File: config.mk
export PLATFORM = sky130hd
export DESIGN_NAME = slug_transliterator_core
export DESIGN_NICKNAME = d
export VERILOG_FILES = /design/src/sv/slug_pkg.sv /design/src/sv/slug_front.sv /design/src/sv/slug_queue.sv /design/src/sv/slug_back.sv /design/src/sv/slug_transliterator_core.sv
export VERILOG_INCLUDE_DIRS = /design/src /design/src/sv
export SDC_FILE = /design/constraint.sdc
export NUM_CORES = 1
export LEC_CHECK = 0
export ABC_AREA = 1
export BUFFER_PORTS_ARGS = -buffer_cell sky130_fd_sc_hd__buf_4
export CORE_UTILIZATION = 60
export DETAILED_ROUTE_END_ITERATION = 10
export GPL_TIMING_DRIVEN = 0
export PLACE_DENSITY = 0.89
export SETUP_SLACK_MARGIN = 0.2
export SKIP_CTS_REPAIR_TIMING = 1
export SLEW_MARGIN = 20
export SYNTH_ARGS = -nofsm -noshare
export SYNTH_HDL_FRONTEND = slang
export SYNTH_HIERARCHICAL = 1
export SYNTH_SLANG_ARGS = --single-unit
export TNS_END_PERCENT = 1
File: constraint.sdc
create_clock -name clock -period 9.9 [get_ports clock]
set_input_delay 0.99 -clock clock [delete_from_list [all_inputs] [get_ports clock]]
set_output_delay 0.99 -clock clock [all_outputs]
set_load 0.05 [all_outputs]
File: src/sv/assert_macros.svh
// Assertion helpers shared by the RTL files.
`ifndef ASSERT_MACROS_SVH
`define ASSERT_MACROS_SVH
`ifndef SYNTHESIS
// Check a plain expression at every rising clock edge outside reset.
`define ASSERT_ALWAYS(lbl, clk, rst, expr, msg) \
   lbl: assert property (@(posedge clk) disable iff (rst) (expr)) else $error(msg);
// Check a temporal property outside reset.
`define ASSERT_PROP(lbl, clk, rst, prop, msg) \
   lbl: assert property (@(posedge clk) disable iff (rst) prop) else $error(msg);
`else
`define ASSERT_ALWAYS(lbl, clk, rst, expr, msg)
`define ASSERT_PROP(lbl, clk, rst, prop, msg)
`endif
`endif

File: src/sv/slug_pkg.sv
package slug_pkg;

   localparam int MAX_OUT = 5;

   localparam logic [7:0] LEAD_C3   = 8'hC3;
   localparam logic [7:0] LEAD_C2   = 8'hC2;
   localparam logic [7:0] SEP_RESET = 8'd45;
   localparam logic [7:0] CASE_BIT  = 8'd32;

   // result of classifying one byte
   typedef struct packed {
      logic        emit;
      logic        consumed;
      logic [15:0] code;
   } proc_type;

   // results gathered for one word, plus the word-boundary flags
   typedef struct packed {
      logic [MAX_OUT-1:0][7:0] chars;
      logic [2:0]              cnt;
      logic                    text_seen;
      logic                    sep_pending;
   } acc_type;

   // one queue entry: all results caused by one input word
   typedef struct packed {
      logic [MAX_OUT-1:0][7:0] chars;
      logic [2:0]              cnt;
      logic                    bare;
      logic                    last;
   } bundle_type;

   function automatic logic [15:0] m1(logic [7:0] a);
      return {8'h00, a};
   endfunction

   function automatic logic [15:0] m2(logic [7:0] a, logic [7:0] b);
      return {b, a};
   endfunction

   // second byte after 0xC3
   function automatic logic [15:0] map_c3(logic [7:0] t);
      logic [15:0] r;
      unique case (t) inside
         8'h9f: r = m2("s", "s");
         8'h84, 8'ha4, 8'ha6, 8'h86: r = m2("a", "e");
         8'h96, 8'hb6: r = m2("o", "e");
         8'h9c, 8'hbc: r = m2("u", "e");
         8'ha0, 8'ha1, 8'ha2, 8'ha3, 8'ha5,
         8'h80, 8'h81, 8'h82, 8'h83, 8'h85: r = m1("a");
         8'ha8, 8'ha9, 8'haa, 8'hab,
         8'h88, 8'h89, 8'h8a, 8'h8b: r = m1("e");
         8'hac, 8'had, 8'hae, 8'haf,
         8'h8c, 8'h8d, 8'h8e, 8'h8f: r = m1("i");
         8'hb0, 8'hb2, 8'hb3, 8'hb4, 8'hb5,
         8'h92, 8'h93, 8'h94, 8'h95: r = m1("o");
         8'hb9, 8'hba, 8'hbb, 8'h99, 8'h9a, 8'h9b: r = m1("u");
         8'h91, 8'hb1: r = m1("n");
         8'h87, 8'ha7: r = m1("c");
         8'h9e, 8'hbe: r = m1("p");
         8'hbf, 8'h9d, 8'hbd: r = m1("y");
         8'h97: r = m1("x");
         8'h90: r = m1("d");
         default: r = 16'h0000;
      endcase
      return r;
   endfunction

   // second byte after 0xC2
   function automatic logic [15:0] map_c2(logic [7:0] t);
      logic [15:0] r;
      unique case (t) inside
         8'hb5: r = m1("u");
         8'ha7, 8'ha2: r = m1("c");
         8'ha5: r = m1("y");
         8'hae: r = m1("r");
         default: r = 16'h0000;
      endcase
      return r;
   endfunction

   // single Latin-1 byte
   function automatic logic [15:0] map_latin1(logic [7:0] c);
      logic [15:0] r;
      unique case (c) inside
         8'd223: r = m2("s", "s");
         8'd196, 8'd198, 8'd228, 8'd230: r = m2("a", "e");
         8'd214, 8'd246: r = m2("o", "e");
         8'd220, 8'd252: r = m2("u", "e");
         8'd192, 8'd193, 8'd194, 8'd195, 8'd197,
         8'd224, 8'd225, 8'd226, 8'd227, 8'd229: r = m1("a");
         8'd200, 8'd201, 8'd202, 8'd203,
         8'd232, 8'd233, 8'd234, 8'd235: r = m1("e");
         8'd161, 8'd204, 8'd205, 8'd206, 8'd207,
         8'd236, 8'd237, 8'd238, 8'd239: r = m1("i");
         8'd210, 8'd211, 8'd212, 8'd213,
         8'd240, 8'd242, 8'd243, 8'd244, 8'd245: r = m1("o");
         8'd181, 8'd217, 8'd218, 8'd219,
         8'd249, 8'd250, 8'd251: r = m1("u");
         8'd209, 8'd241: r = m1("n");
         8'd162, 8'd169, 8'd199, 8'd231: r = m1("c");
         8'd222, 8'd254: r = m1("p");
         8'd165, 8'd221, 8'd253, 8'd255: r = m1("y");
         8'd215: r = m1("x");
         8'd174: r = m1("r");
         8'd208: r = m1("d");
         default: r = 16'h0000;
      endcase
      return r;
   endfunction

   // classify byte c with optional lookahead t
   function automatic proc_type classify(logic [7:0] c, logic [7:0] t, logic has_t);
      proc_type    p;
      logic [15:0] pair;
      p      = '0;
      pair   = (c == LEAD_C3) ? map_c3(t) : map_c2(t);
      if ((c >= "a" && c <= "z") || (c >= "0" && c <= "9")) begin
         p.code = {8'h00, c};
      end else if (c >= "A" && c <= "Z") begin
         p.code = {8'h00, c | CASE_BIT};
      end else if (has_t && (c == LEAD_C3 || c == LEAD_C2) && pair != 16'h0000) begin
         p.code     = pair;
         p.consumed = 1'b1;
      end else begin
         p.code = map_latin1(c);
      end
      p.emit = (p.code != 16'h0000);
      return p;
   endfunction

   // append the characters of one classified byte, or note a word break
   function automatic acc_type apply(acc_type a, proc_type p, logic [7:0] sep);
      acc_type r;
      r = a;
      if (p.emit) begin
         if (r.sep_pending) begin
            r.chars[r.cnt] = sep;
            r.cnt          = r.cnt + 3'd1;
            r.sep_pending  = 1'b0;
         end
         r.chars[r.cnt] = p.code[7:0];
         r.cnt          = r.cnt + 3'd1;
         if (p.code[15:8] != 8'h00) begin
            r.chars[r.cnt] = p.code[15:8];
            r.cnt          = r.cnt + 3'd1;
         end
         r.text_seen = 1'b1;
      end else if (r.text_seen) begin
         r.sep_pending = 1'b1;
         r.text_seen   = 1'b0;
      end
      return r;
   endfunction

endpackage

File: src/sv/slug_front.sv
`include "assert_macros.svh"

module slug_front (
   input  logic                  clock,
   input  logic                  reset,
   input  logic                  csr_we,
   input  logic [7:0]            csr_wdata,
   input  logic                  req_tvalid,
   output logic                  req_tready,
   input  logic [7:0]            req_tdata,
   input  logic                  req_tlast,
   input  logic                  q_full,
   output logic                  push,
   output slug_pkg::bundle_type  bundle
);

   logic [7:0] sep_char_ff;
   logic [7:0] held_byte_ff, held_byte_in;
   logic       held_valid_ff, held_valid_in;
   logic       text_seen_ff, text_seen_in;
   logic       sep_pending_ff, sep_pending_in;
   logic       accept;

   slug_pkg::proc_type p_held, p_tail;
   slug_pkg::acc_type  acc0, acc1, acc2;
   logic [7:0]         hb_mid;
   logic               hv_mid;

   assign req_tready = !q_full;
   assign accept     = req_tvalid && req_tready;

   // classify the held byte against the new one, then flush on end of string
   always_comb begin
      acc0             = '0;
      acc0.text_seen   = text_seen_ff;
      acc0.sep_pending = sep_pending_ff;
      p_held = slug_pkg::classify(held_byte_ff, req_tdata, 1'b1);
      acc1   = held_valid_ff ? slug_pkg::apply(acc0, p_held, sep_char_ff) : acc0;
      if (held_valid_ff && p_held.consumed) begin
         hv_mid = 1'b0;
         hb_mid = 8'h00;
      end else begin
         hv_mid = 1'b1;
         hb_mid = req_tdata;
      end
      p_tail = slug_pkg::classify(hb_mid, 8'h00, 1'b0);
      acc2   = (req_tlast && hv_mid) ? slug_pkg::apply(acc1, p_tail, sep_char_ff) : acc1;

      bundle.chars = acc2.chars;
      bundle.cnt   = acc2.cnt;
      bundle.bare  = 1'b0;
      bundle.last  = req_tlast;
      if (req_tlast && acc2.cnt == 3'd0) begin
         bundle.cnt  = 3'd1;
         bundle.bare = 1'b1;
      end
      push = accept && (acc2.cnt != 3'd0 || req_tlast);

      if (req_tlast) begin
         held_byte_in   = 8'h00;
         held_valid_in  = 1'b0;
         text_seen_in   = 1'b0;
         sep_pending_in = 1'b0;
      end else begin
         held_byte_in   = hb_mid;
         held_valid_in  = hv_mid;
         text_seen_in   = acc2.text_seen;
         sep_pending_in = acc2.sep_pending;
      end
   end

   // hold separator and lookahead state
   always_ff @(posedge clock) begin
      if (reset) begin
         sep_char_ff    <= slug_pkg::SEP_RESET;
         held_byte_ff   <= 8'h00;
         held_valid_ff  <= 1'b0;
         text_seen_ff   <= 1'b0;
         sep_pending_ff <= 1'b0;
      end else begin
         if (csr_we) begin
            sep_char_ff <= csr_wdata;
         end
         if (accept) begin
            held_byte_ff   <= held_byte_in;
            held_valid_ff  <= held_valid_in;
            text_seen_ff   <= text_seen_in;
            sep_pending_ff <= sep_pending_in;
         end
      end
   end

   `ASSERT_ALWAYS(a_front_cnt, clock, reset, !push || (bundle.cnt != 3'd0 && bundle.cnt <= 3'd5), "front: bad result count")
   `ASSERT_ALWAYS(a_front_bare, clock, reset, !bundle.bare || (bundle.last && bundle.cnt == 3'd1), "front: bare marker without end of string")
   `ASSERT_PROP(a_front_clear, clock, reset, (accept && req_tlast) |=> (!held_valid_ff && !sep_pending_ff), "front: state not cleared at end of string")

endmodule

File: src/sv/slug_queue.sv
`include "assert_macros.svh"

module slug_queue #(
   parameter int DEPTH = 2
) (
   input  logic                  clock,
   input  logic                  reset,
   input  logic                  push,
   input  slug_pkg::bundle_type  din,
   input  logic                  pop,
   output slug_pkg::bundle_type  dout,
   output logic                  q_valid,
   output logic                  q_full
);

   localparam int PTR_W = $clog2(DEPTH);
   localparam int CNT_W = $clog2(DEPTH + 1);

   slug_pkg::bundle_type entry_ff [DEPTH];
   logic [PTR_W-1:0] wr_ptr_ff, rd_ptr_ff;
   logic [CNT_W-1:0] count_ff;

   assign q_valid = (count_ff != '0);
   assign q_full  = (count_ff == CNT_W'(DEPTH));
   assign dout    = entry_ff[rd_ptr_ff];

   // store entries
   always_ff @(posedge clock) begin
      if (push) begin
         entry_ff[wr_ptr_ff] <= din;
      end
   end

   // advance pointers and count
   always_ff @(posedge clock) begin
      if (reset) begin
         wr_ptr_ff <= '0;
         rd_ptr_ff <= '0;
         count_ff  <= '0;
      end else begin
         if (push) begin
            wr_ptr_ff <= (wr_ptr_ff == PTR_W'(DEPTH - 1)) ? '0 : wr_ptr_ff + 1'b1;
         end
         if (pop) begin
            rd_ptr_ff <= (rd_ptr_ff == PTR_W'(DEPTH - 1)) ? '0 : rd_ptr_ff + 1'b1;
         end
         if (push && !pop) begin
            count_ff <= count_ff + 1'b1;
         end else if (pop && !push) begin
            count_ff <= count_ff - 1'b1;
         end
      end
   end

   `ASSERT_ALWAYS(a_q_no_overflow, clock, reset, !(push && q_full), "queue: push while full")
   `ASSERT_ALWAYS(a_q_no_underflow, clock, reset, !(pop && !q_valid), "queue: pop while empty")
   `ASSERT_PROP(a_q_count, clock, reset, (pop && !push) |=> (count_ff == $past(count_ff) - 1'b1), "queue: count did not drop")

endmodule

File: src/sv/slug_back.sv
`include "assert_macros.svh"

module slug_back (
   input  logic                  clock,
   input  logic                  reset,
   input  logic                  q_valid,
   input  slug_pkg::bundle_type  dout,
   output logic                  pop,
   output logic                  rsp_tvalid,
   input  logic                  rsp_tready,
   output logic [7:0]            rsp_tdata,
   output logic [1:0]            rsp_tuser,
   output logic                  rsp_tlast
);

   slug_pkg::bundle_type cur_ff;
   logic                 busy_ff;
   logic [2:0]           slot_ff;
   logic                 final_slot;

   assign final_slot = (slot_ff == cur_ff.cnt - 3'd1);
   assign pop        = q_valid && (!busy_ff || (rsp_tready && final_slot));

   assign rsp_tvalid = busy_ff;
   assign rsp_tdata  = cur_ff.bare ? 8'h00 : cur_ff.chars[slot_ff];
   assign rsp_tuser  = {final_slot, !cur_ff.bare};
   assign rsp_tlast  = final_slot && cur_ff.last;

   // load the next bundle or step through the current one
   always_ff @(posedge clock) begin
      if (reset) begin
         busy_ff <= 1'b0;
         slot_ff <= 3'd0;
      end else if (pop) begin
         busy_ff <= 1'b1;
         slot_ff <= 3'd0;
      end else if (busy_ff && rsp_tready) begin
         if (final_slot) begin
            busy_ff <= 1'b0;
         end else begin
            slot_ff <= slot_ff + 3'd1;
         end
      end
   end

   // payload register
   always_ff @(posedge clock) begin
      if (pop) begin
         cur_ff <= dout;
      end
   end

   `ASSERT_ALWAYS(a_back_slot, clock, reset, !busy_ff || slot_ff < cur_ff.cnt, "back: slot past bundle end")

endmodule

File: src/sv/slug_transliterator_core.sv
// Slug transliterator: turns a byte string into a lower-case ASCII slug.
// Input channel req_*: one raw byte per word, req_tlast on the final byte.
// Output channel rsp_*: one character per word; rsp_tuser[0] says the byte is
// valid (0 on a bare end marker), rsp_tuser[1] marks the last word caused by
// an input word, rsp_tlast marks the final word of the whole string.
// csr_we/csr_wdata set the separator byte (hyphen after reset); write it only
// while the block is idle.
// A front stage classifies each byte against one byte of lookahead and packs
// up to five result characters into a bundle; a small queue hands bundles to
// a back stage that sends them one word per cycle while rsp_tready is high.
// The first word caused by an input is written to a queue entry and then
// loaded into the back-stage payload register before it is offered.
// Throughput: one input word per cycle while the queue has room; the output
// port sends one word per cycle while rsp_tready is high, one bundle after
// another. Inputs that yield nothing are not pushed into the queue.
// Reset clears the lookahead, word state, queue and output; no clearing pass.
// When rsp_tready is low the back stage holds its word, the queue fills, and
// then req_tready drops.
module slug_transliterator_core #(
   parameter int QUEUE_DEPTH = 2
) (
   input  logic       clock,
   input  logic       reset,
   input  logic       csr_we,
   input  logic [7:0] csr_wdata,
   input  logic       req_tvalid,
   output logic       req_tready,
   input  logic [7:0] req_tdata,    // [7:0] in_byte
   input  logic       req_tlast,
   output logic       rsp_tvalid,
   input  logic       rsp_tready,
   output logic [7:0] rsp_tdata,    // [7:0] out_char
   output logic [1:0] rsp_tuser,    // [0] char_valid, [1] run_end
   output logic       rsp_tlast
);

   slug_pkg::bundle_type push_bundle, head_bundle;
   logic push, pop, q_valid, q_full;

   slug_front u_front (
      .clock      (clock),
      .reset      (reset),
      .csr_we     (csr_we),
      .csr_wdata  (csr_wdata),
      .req_tvalid (req_tvalid),
      .req_tready (req_tready),
      .req_tdata  (req_tdata),
      .req_tlast  (req_tlast),
      .q_full     (q_full),
      .push       (push),
      .bundle     (push_bundle)
   );

   slug_queue #(
      .DEPTH (QUEUE_DEPTH)
   ) u_queue (
      .clock   (clock),
      .reset   (reset),
      .push    (push),
      .din     (push_bundle),
      .pop     (pop),
      .dout    (head_bundle),
      .q_valid (q_valid),
      .q_full  (q_full)
   );

   slug_back u_back (
      .clock      (clock),
      .reset      (reset),
      .q_valid    (q_valid),
      .dout       (head_bundle),
      .pop        (pop),
      .rsp_tvalid (rsp_tvalid),
      .rsp_tready (rsp_tready),
      .rsp_tdata  (rsp_tdata),
      .rsp_tuser  (rsp_tuser),
      .rsp_tlast  (rsp_tlast)
   );

endmodule

# ---- Word-level counts from Yosys, hierarchy flattened
# Memories as Yosys holds them, arrays and structs flattened. A register that Yosys moved wholly into a read port is not among the register bits.
# Cells that the tools add are included.
dict set report totals {
  output_inout_bits 13
  wordCells 388
  n_memories 1
  ff_bits 27
  input_bits 22
  latchBits 0
  rom_bits 0
  mem_bits_rw 90
}
dict set report classes {
  multipliers 0
  n_bitwise 1
  add_sub_neg 11
  div 0
  n_mux 61
  n_eq_ne 197
  shift 0
  reduce_logical 84
  magnitude_cmp 23
}
# memory depth width read_ports rd_clocked_by_memory_dff wr line
set mem_list {}
lappend mem_list {u_queue.entry_ff 2 45 1 1 1 slug_queue.sv:19} ;# slug_pkg::bundle_type entry_ff [DEPTH];
# cell count
set ops {}
lappend ops {{8-bit == test (second input constant)} 195}
lappend ops {{15-bit one-hot mux with 16 select lines} 2}
lappend ops {{43-bit two-way mux} 6}
lappend ops {{15-bit one-hot mux with 15 select lines} 1}
lappend ops {{40-bit bitwise mux} 5}
lappend ops {{8-bit demux with 3-bit select} 5}
lappend ops {{45-bit two-way mux} 2}
lappend ops {{16-bit two-way mux} 5}
lappend ops {{8-bit two-way mux} 9}
lappend ops {{16-bit nonzero test} 3}
lappend ops {{9-bit OR reduction} 5}
lappend ops {{8-bit by 7-bit greater-or-equal comparator with 1-bit output (second input constant)} 4}
lappend ops {{8-bit by 7-bit less-or-equal comparator with 1-bit output (second input constant)} 4}
lappend ops {{8-bit OR reduction} 4}
lappend ops {{10-bit OR reduction} 3}
lappend ops {{2-bit OR reduction} 15}
lappend ops {{7-bit one-hot mux with 4 select lines} 1}
lappend ops {{4-bit OR reduction} 7}
lappend ops {{8-bit binary-select mux with 3-bit select} 1}
lappend ops {{3-bit by 4-bit < comparator with 1-bit output (second input constant)} 6}
lappend ops {{1-bit logical AND} 23}
lappend ops {{11-bit two-way mux} 2}
lappend ops {{3-bit by 1-bit adder with 3-bit output (second input constant)} 6}
lappend ops {{8-bit by 6-bit greater-or-equal comparator with 1-bit output (second input constant)} 2}
lappend ops {{other kinds (23)} 61}

# ---- Depth between registers and ports, before layout
dict set report depth {
  ltp_word 43
  ltp_mapped 33
  depth_no_buf 32
}

# ---- By module
# Netlist, hierarchy kept.
# module area_each_um2 instances cells_per_inst seq_area_each_um2
set modules_own_cells {}
lappend modules_own_cells {slug_front 3956.3 1 744 380.4}
lappend modules_own_cells {slug_queue 3677.3 1 173 2802.7}
lappend modules_own_cells {slug_back 2065.7 1 176 1431.4}

# ---- Least setup slack after synthesis
# Ideal clock, no wire load.
dict set report synth_timing {
  path_kind {input to register}
  start {in req_tdata[4]}
  end {mem u_queue/entry_ff[0][0] (netlist bit) (enable)}
  t_required_ns 9.452
  path_stages 26
  path_buffers 1
  setup_time_ns 0.448
  arrival_time_ns 6.064
  path_slack_ns 3.388
  cell_sequence {buf_2 -> inv_1 -> nor2_1 -> nand2_1 -> nor3_1 -> inv_1 -> o21ai_0 -> inv_1 -> nand2_1 -> inv_1 -> ha_1 -> nor2_1 -> inv_1 -> ha_1 -> nand2_1 -> nand2_1 -> ha_1 -> xor2_2 -> xor2_1 -> inv_1 -> nand2_1 -> nand3_2 -> nor2_1 -> nor2_1 -> inv_1 -> nor2_1}
}
dict set report synth_between {
  elab_chain_len 26
  elab_cells_between_ends 202
  cone_classes {add/sub: 3; order compare: 6; eq/ne: 128; mux: 25; reduce/logical: 40}
}
# element line
set synth_rtl {}
lappend synth_rtl {{from (decl)} slug_transliterator_core.sv:28} ;# input logic [7:0] req_tdata,
lappend synth_rtl {{8-bit == test} slug_pkg.sv:117} ;# pair = (c == LEAD_C3) ? map_c3(t) : map_c2(t);
lappend synth_rtl {{10-bit OR reduction (tied with other cells)} slug_pkg.sv:44} ;# unique case (t) inside
lappend synth_rtl {{15-bit one-hot mux with 15 select lines or 7-bit one-hot mux with 4 select lines (tied branches)} {slug_pkg.sv:44, slug_pkg.sv:72}}
lappend synth_rtl {{15-bit two-way mux} slug_pkg.sv:117}
lappend synth_rtl {{16-bit nonzero test} slug_pkg.sv:122} ;# end else if (has_t && (c == LEAD_C3 || c == LEAD_C2) && pair != 16'h0000) begin
lappend synth_rtl {{1-bit logical AND} slug_pkg.sv:122}
lappend synth_rtl {{16-bit two-way mux} slug_pkg.sv:122}
lappend synth_rtl {{16-bit two-way mux} slug_pkg.sv:120} ;# end else if (c >= "A" && c <= "Z") begin
lappend synth_rtl {{[... 11 more ...]} --}
lappend synth_rtl {{43-bit two-way mux} slug_pkg.sv:136} ;# if (p.emit) begin
lappend synth_rtl {{45-bit two-way mux (*)} slug_front.sv:47} ;# acc2 = (req_tlast && hv_mid) ? slug_pkg::apply(acc1, p_tail, sep_char_ff) : acc1;
lappend synth_rtl {{3-bit nonzero test (*)} slug_front.sv:57} ;# push = accept && (acc2.cnt != 3'd0 || req_tlast);
lappend synth_rtl {{1-bit logical OR (*)} slug_front.sv:57}
lappend synth_rtl {{1-bit logical AND (*)} slug_front.sv:57}
lappend synth_rtl {{net push} slug_transliterator_core.sv:38} ;# logic push, pop, q_valid, q_full;
lappend synth_rtl {{1-bit two-way mux (*)} slug_queue.sv:29} ;# if (push) begin
lappend synth_rtl {{1-bit two-way mux (not written as such) (*)} slug_queue.sv:30} ;# entry_ff[wr_ptr_ff] <= din;
lappend synth_rtl {{to (decl)} slug_queue.sv:19}
# Mark *: on every way through the listed nets, which the timed path passes. The rest lies on a longest branch. The select of a mux whose other input is x is not followed.

# ---- Worst setup path in the final report
dict set report layout_timing {
  start {in req_tdata[4]}
  end {mem u_queue/entry_ff[0][12] (netlist bit) (enable)}
}
# Same word-level chain as after synthesis.

==> key figures <==
Outcome
  – Status: finished, final reports clean

Synthesis
  – Cell variety after synth: 61
  – Mapped Area: 9700 um^2
  – Mux contribution to synthesized area: 6.98%
  – Area contributors post-synth: edfxtp_1 (42%), nand2_1 (9.2%), mux2_4 (6.2%)
  – Yosys top cell area share: 41.8%
  – Adder-cell share of the synthesized area: 1.29%
  – Yosys reg bits: 163
  – Commonest register cell after synthesis: edfxtp_1
  – Avg Cell Area, Syn: 8.87 um^2
  – Asr flop ratio synth: 0%
  – XOR/XNOR share of the synthesized area: 0.529%
  – Commonest cells in the netlist: nand2_1 (237), edfxtp_1 (135), nor2_1 (114), inv_1 (109), a21oi_1 (70)
  – Post-synthesis compound-gate area fraction: 11.7%
  – Leading area contributor after synthesis: edfxtp_1
  – Seq/Total Area, Yosys: 47.6%
  – Cell with the most instances after synthesis: nand2_1
  – Post-Synthesis Cells: 1093
  – Number of enable flip-flop cells after synthesis: 135
  – Warnings from Yosys: 6
  – Simple-gate share of the synthesized area: 23.9%
  – Largest family of logic cells by synthesized area: simple AND/OR/NAND/NOR gates

Critical path
  – CP max FO: 27
  – Setup crit end kind: flip-flop
  – Startpoint Class: primary input
  – Critical path data required time: 10.03 ns
  – Most common cell on crit path: inv_1
  – CP max-delay cell: nor2_4
  – Crit path DAT: 6.27 ns
  – Worst path bufs/invs: 9
  – Slowest Stage Delay on Critical Path: 0.51 ns
  – Crit-path leading delay family: simple AND/OR/NAND/NOR gates
  – Critical setup path kind: in2reg

Clock tree
  – Clock Sinks: 163
  – Number of CTS-inserted buffers: 17
  – Worst-skew pair later-pin latency: 0.43 ns
  – Clock transition at path regs: 0.06 ns
  – H-tree depth: 4
  – Clock root buffer: clkbuf_16
  – CTS max path bufs: 2
  – CTS tree: yes

STA
  – Fin crit share: 62.0%
  – Rel. slew slack: 42.7%
  – # setup viols final: 0
  – Final TNS setup: 0 ns
  – Clk_skew: 0.00846 ns
  – Final worst path period need: 6.14 ns
  – Final Hold Viols: 0
  – Slew Limit Fails: 0
  – Max Freq: 163 MHz
  – Least-Margin Pin Slew: 0.850 ns
  – RSZ-0062 raised after global routing: no

Routing
  – DRT iter0 DRCs: 1039
  – DRT Pass-1 Iters: 6
  – Wirelength per Cell: 19.4 um
  – DRT antenna net count: 0
  – Drt total wl: 26800 um
  – Detailed-route DRC error count: 0
  – Vias: 8313
  – Vias/cell: 6.04

Floorplanning
  – Top Ports: 35
  – Row count: 46
  – Initial core utilization: 61.3%
  – Core Area: 15800 um^2
  – Die W: 129 um
  – Die ar.: 16700 um^2
  – Chip Height: 129 um

Final layout
  – Inserted Diodes: 0
  – Fill count: 1184
  – Synthesis-to-finish area growth: 12.3%
  – Post-route cell area: 10900 um^2
  – NumNets Final: 1179
  – Layout cells sized above 1: 18.4%

Power and ir drop
  – Pwr per Cell Area: 221 nW/um^2
  – Psw: 807 uW
  – VDD IR max: 164 uV
  – Share of power burned in the clock network: 28.2%
  – Comb pwr share: 30.2%
  – Int Pwr: 1600 uW
  – Seq pwr share: 41.6%
  – P_leak: 0.00466 uW
  – Switch share: 33.5%

Placement
  – Post-place instance area: 10300 um^2
  – Post-DP HPWL: 19400 um
  – Routability cong.: 0.980
  – IO Port Bufs: 31

Global route
  – Total track usage: 32.8%
  – First-pass GRT wire length: 40800 um
  – Vias in the first global route: 7899
  – Initial antenna violation count: 0
  – Gr ovfl total: 0
  – Largest net degree at the start of global routing: 32

Run
  – Max-cap violations: 0

Min path
  – Hold/Removal Path Class: reg2reg
==> power groups by stage <==
stage / clock [uW] / sequential, uW / combinational, uW
finish: 681 / 1000 / 727
global route: 713 / 1010 / 772
CTS: 686 / 1000 / 721
detailed placement: 0 / 1010 / 705
global placement: 0 / 1010 / 663
floorplan: 0 / 1000 / 508
==> layer usage <==
| metal | wire [um] | GRT usage, % | vias up |
|---|---|---|---|
| li1 | - | - | 3846 |
| met1 | 10700 | 42.4 | 3828 |
| met2 | 12500 | 53.9 | 561 |
| met3 | 2590 | 6.32 | 78 |
| met4 | 919 | 14.3 | 0 |
| met5 | 0 | 0 | - |
==> registers in the layout (all words and copies together) (netlist names), named ones only <==
| name | cells |
|---|---|
| u_front/text_seen_ff | 1 |
| u_queue/wr_ptr_ff | 1 |
| u_front/held_valid_ff | 1 |
| u_queue/entry_ff | 90 |
| u_back/slot_ff | 3 |
| u_queue/rd_ptr_ff | 1 |
| u_front/sep_char_ff | 8 |
| u_front/sep_pending_ff | 1 |
| u_back/cur_ff | 45 |
| u_front/held_byte_ff | 8 |
| u_back/rsp_tvalid | 1 |
| u_queue/count_ff | 2 |
==> through the flow <==
step / utilization [%] / power (uW) / hold WS, ns / worst slack, ns / std cells
CTS: 68.8 / 2410 / 0.490 / 3.89 / 1376
global placement: 64.5 / 1670 / 0.473 / 1.36 / 1341
finish: 68.8 / 2410 / 0.495 / 3.76 / 1376
global route: 68.8 / 2500 / 0.521 / 3.54 / 1376
detailed placement: 65.0 / 1720 / 0.480 / 3.52 / 1344
floorplan: - / 1510 / 0.459 / 3.39 / 1094
==> layout by cell type (no fill, tap or decap), types with 24 or more instances in the layout <==
master and count:
o21ai_0 63, nand2_1 237, mux2_4 40, a21oi_1 70, buf_4 36, dfxtp_1 28
nand3_1 56, inv_2 24, nor2_1 113, edfxtp_1 135, inv_1 107
==> final cells by class <==
cell class	instances	area, um^2	area share, %
well taps	216	270	2.48
plain buffers	32	273	2.50
flip-flops and latches	163	4610	42.4
multi-input cells	766	4320	39.7
clock buffers	19	433	3.98
inverters	133	502	4.61
clock inverters	13	175	1.61
repair buffers	34	300	2.76
==> cells by family (layout without fill, tap and decap cells) <==
group | after synthesis | count (layout)
AOI/OAI and AO/OA | 202 | 202
xor gates and xnor gates | 5 | 5
adders and majority gates | 10 | 10
buffers and inverters | 165 | 231
DFF | 163 | 163
muxes | 47 | 47
other | 1 | 2
and+or+nand+nor | 500 | 500
==> worst min-delay path: stages (launching register included) <==
cell	delay [ns]
dfxtp_1	0.33
nand2_1	0.06
a21oi_1	0.06
==> worst paths after layout <==
| check | depth (start not counted) | slack, ns | startpoint | end |
|---|---|---|---|---|
| setup / recovery | 27 | 3.76 | req_tdata[4] | u_queue/entry_ff[0][12] |
| hold / removal | 2 | 0.49 | u_front/text_seen_ff | u_front/text_seen_ff |
| setup reg to reg | 25 | 4.24 | u_front/held_byte_ff[2] | u_queue/entry_ff[0][12] |
| hold reg to reg | 2 | 0.49 | u_front/text_seen_ff | u_front/text_seen_ff |
No activity file was read; power rests on OpenSTA's default activity.
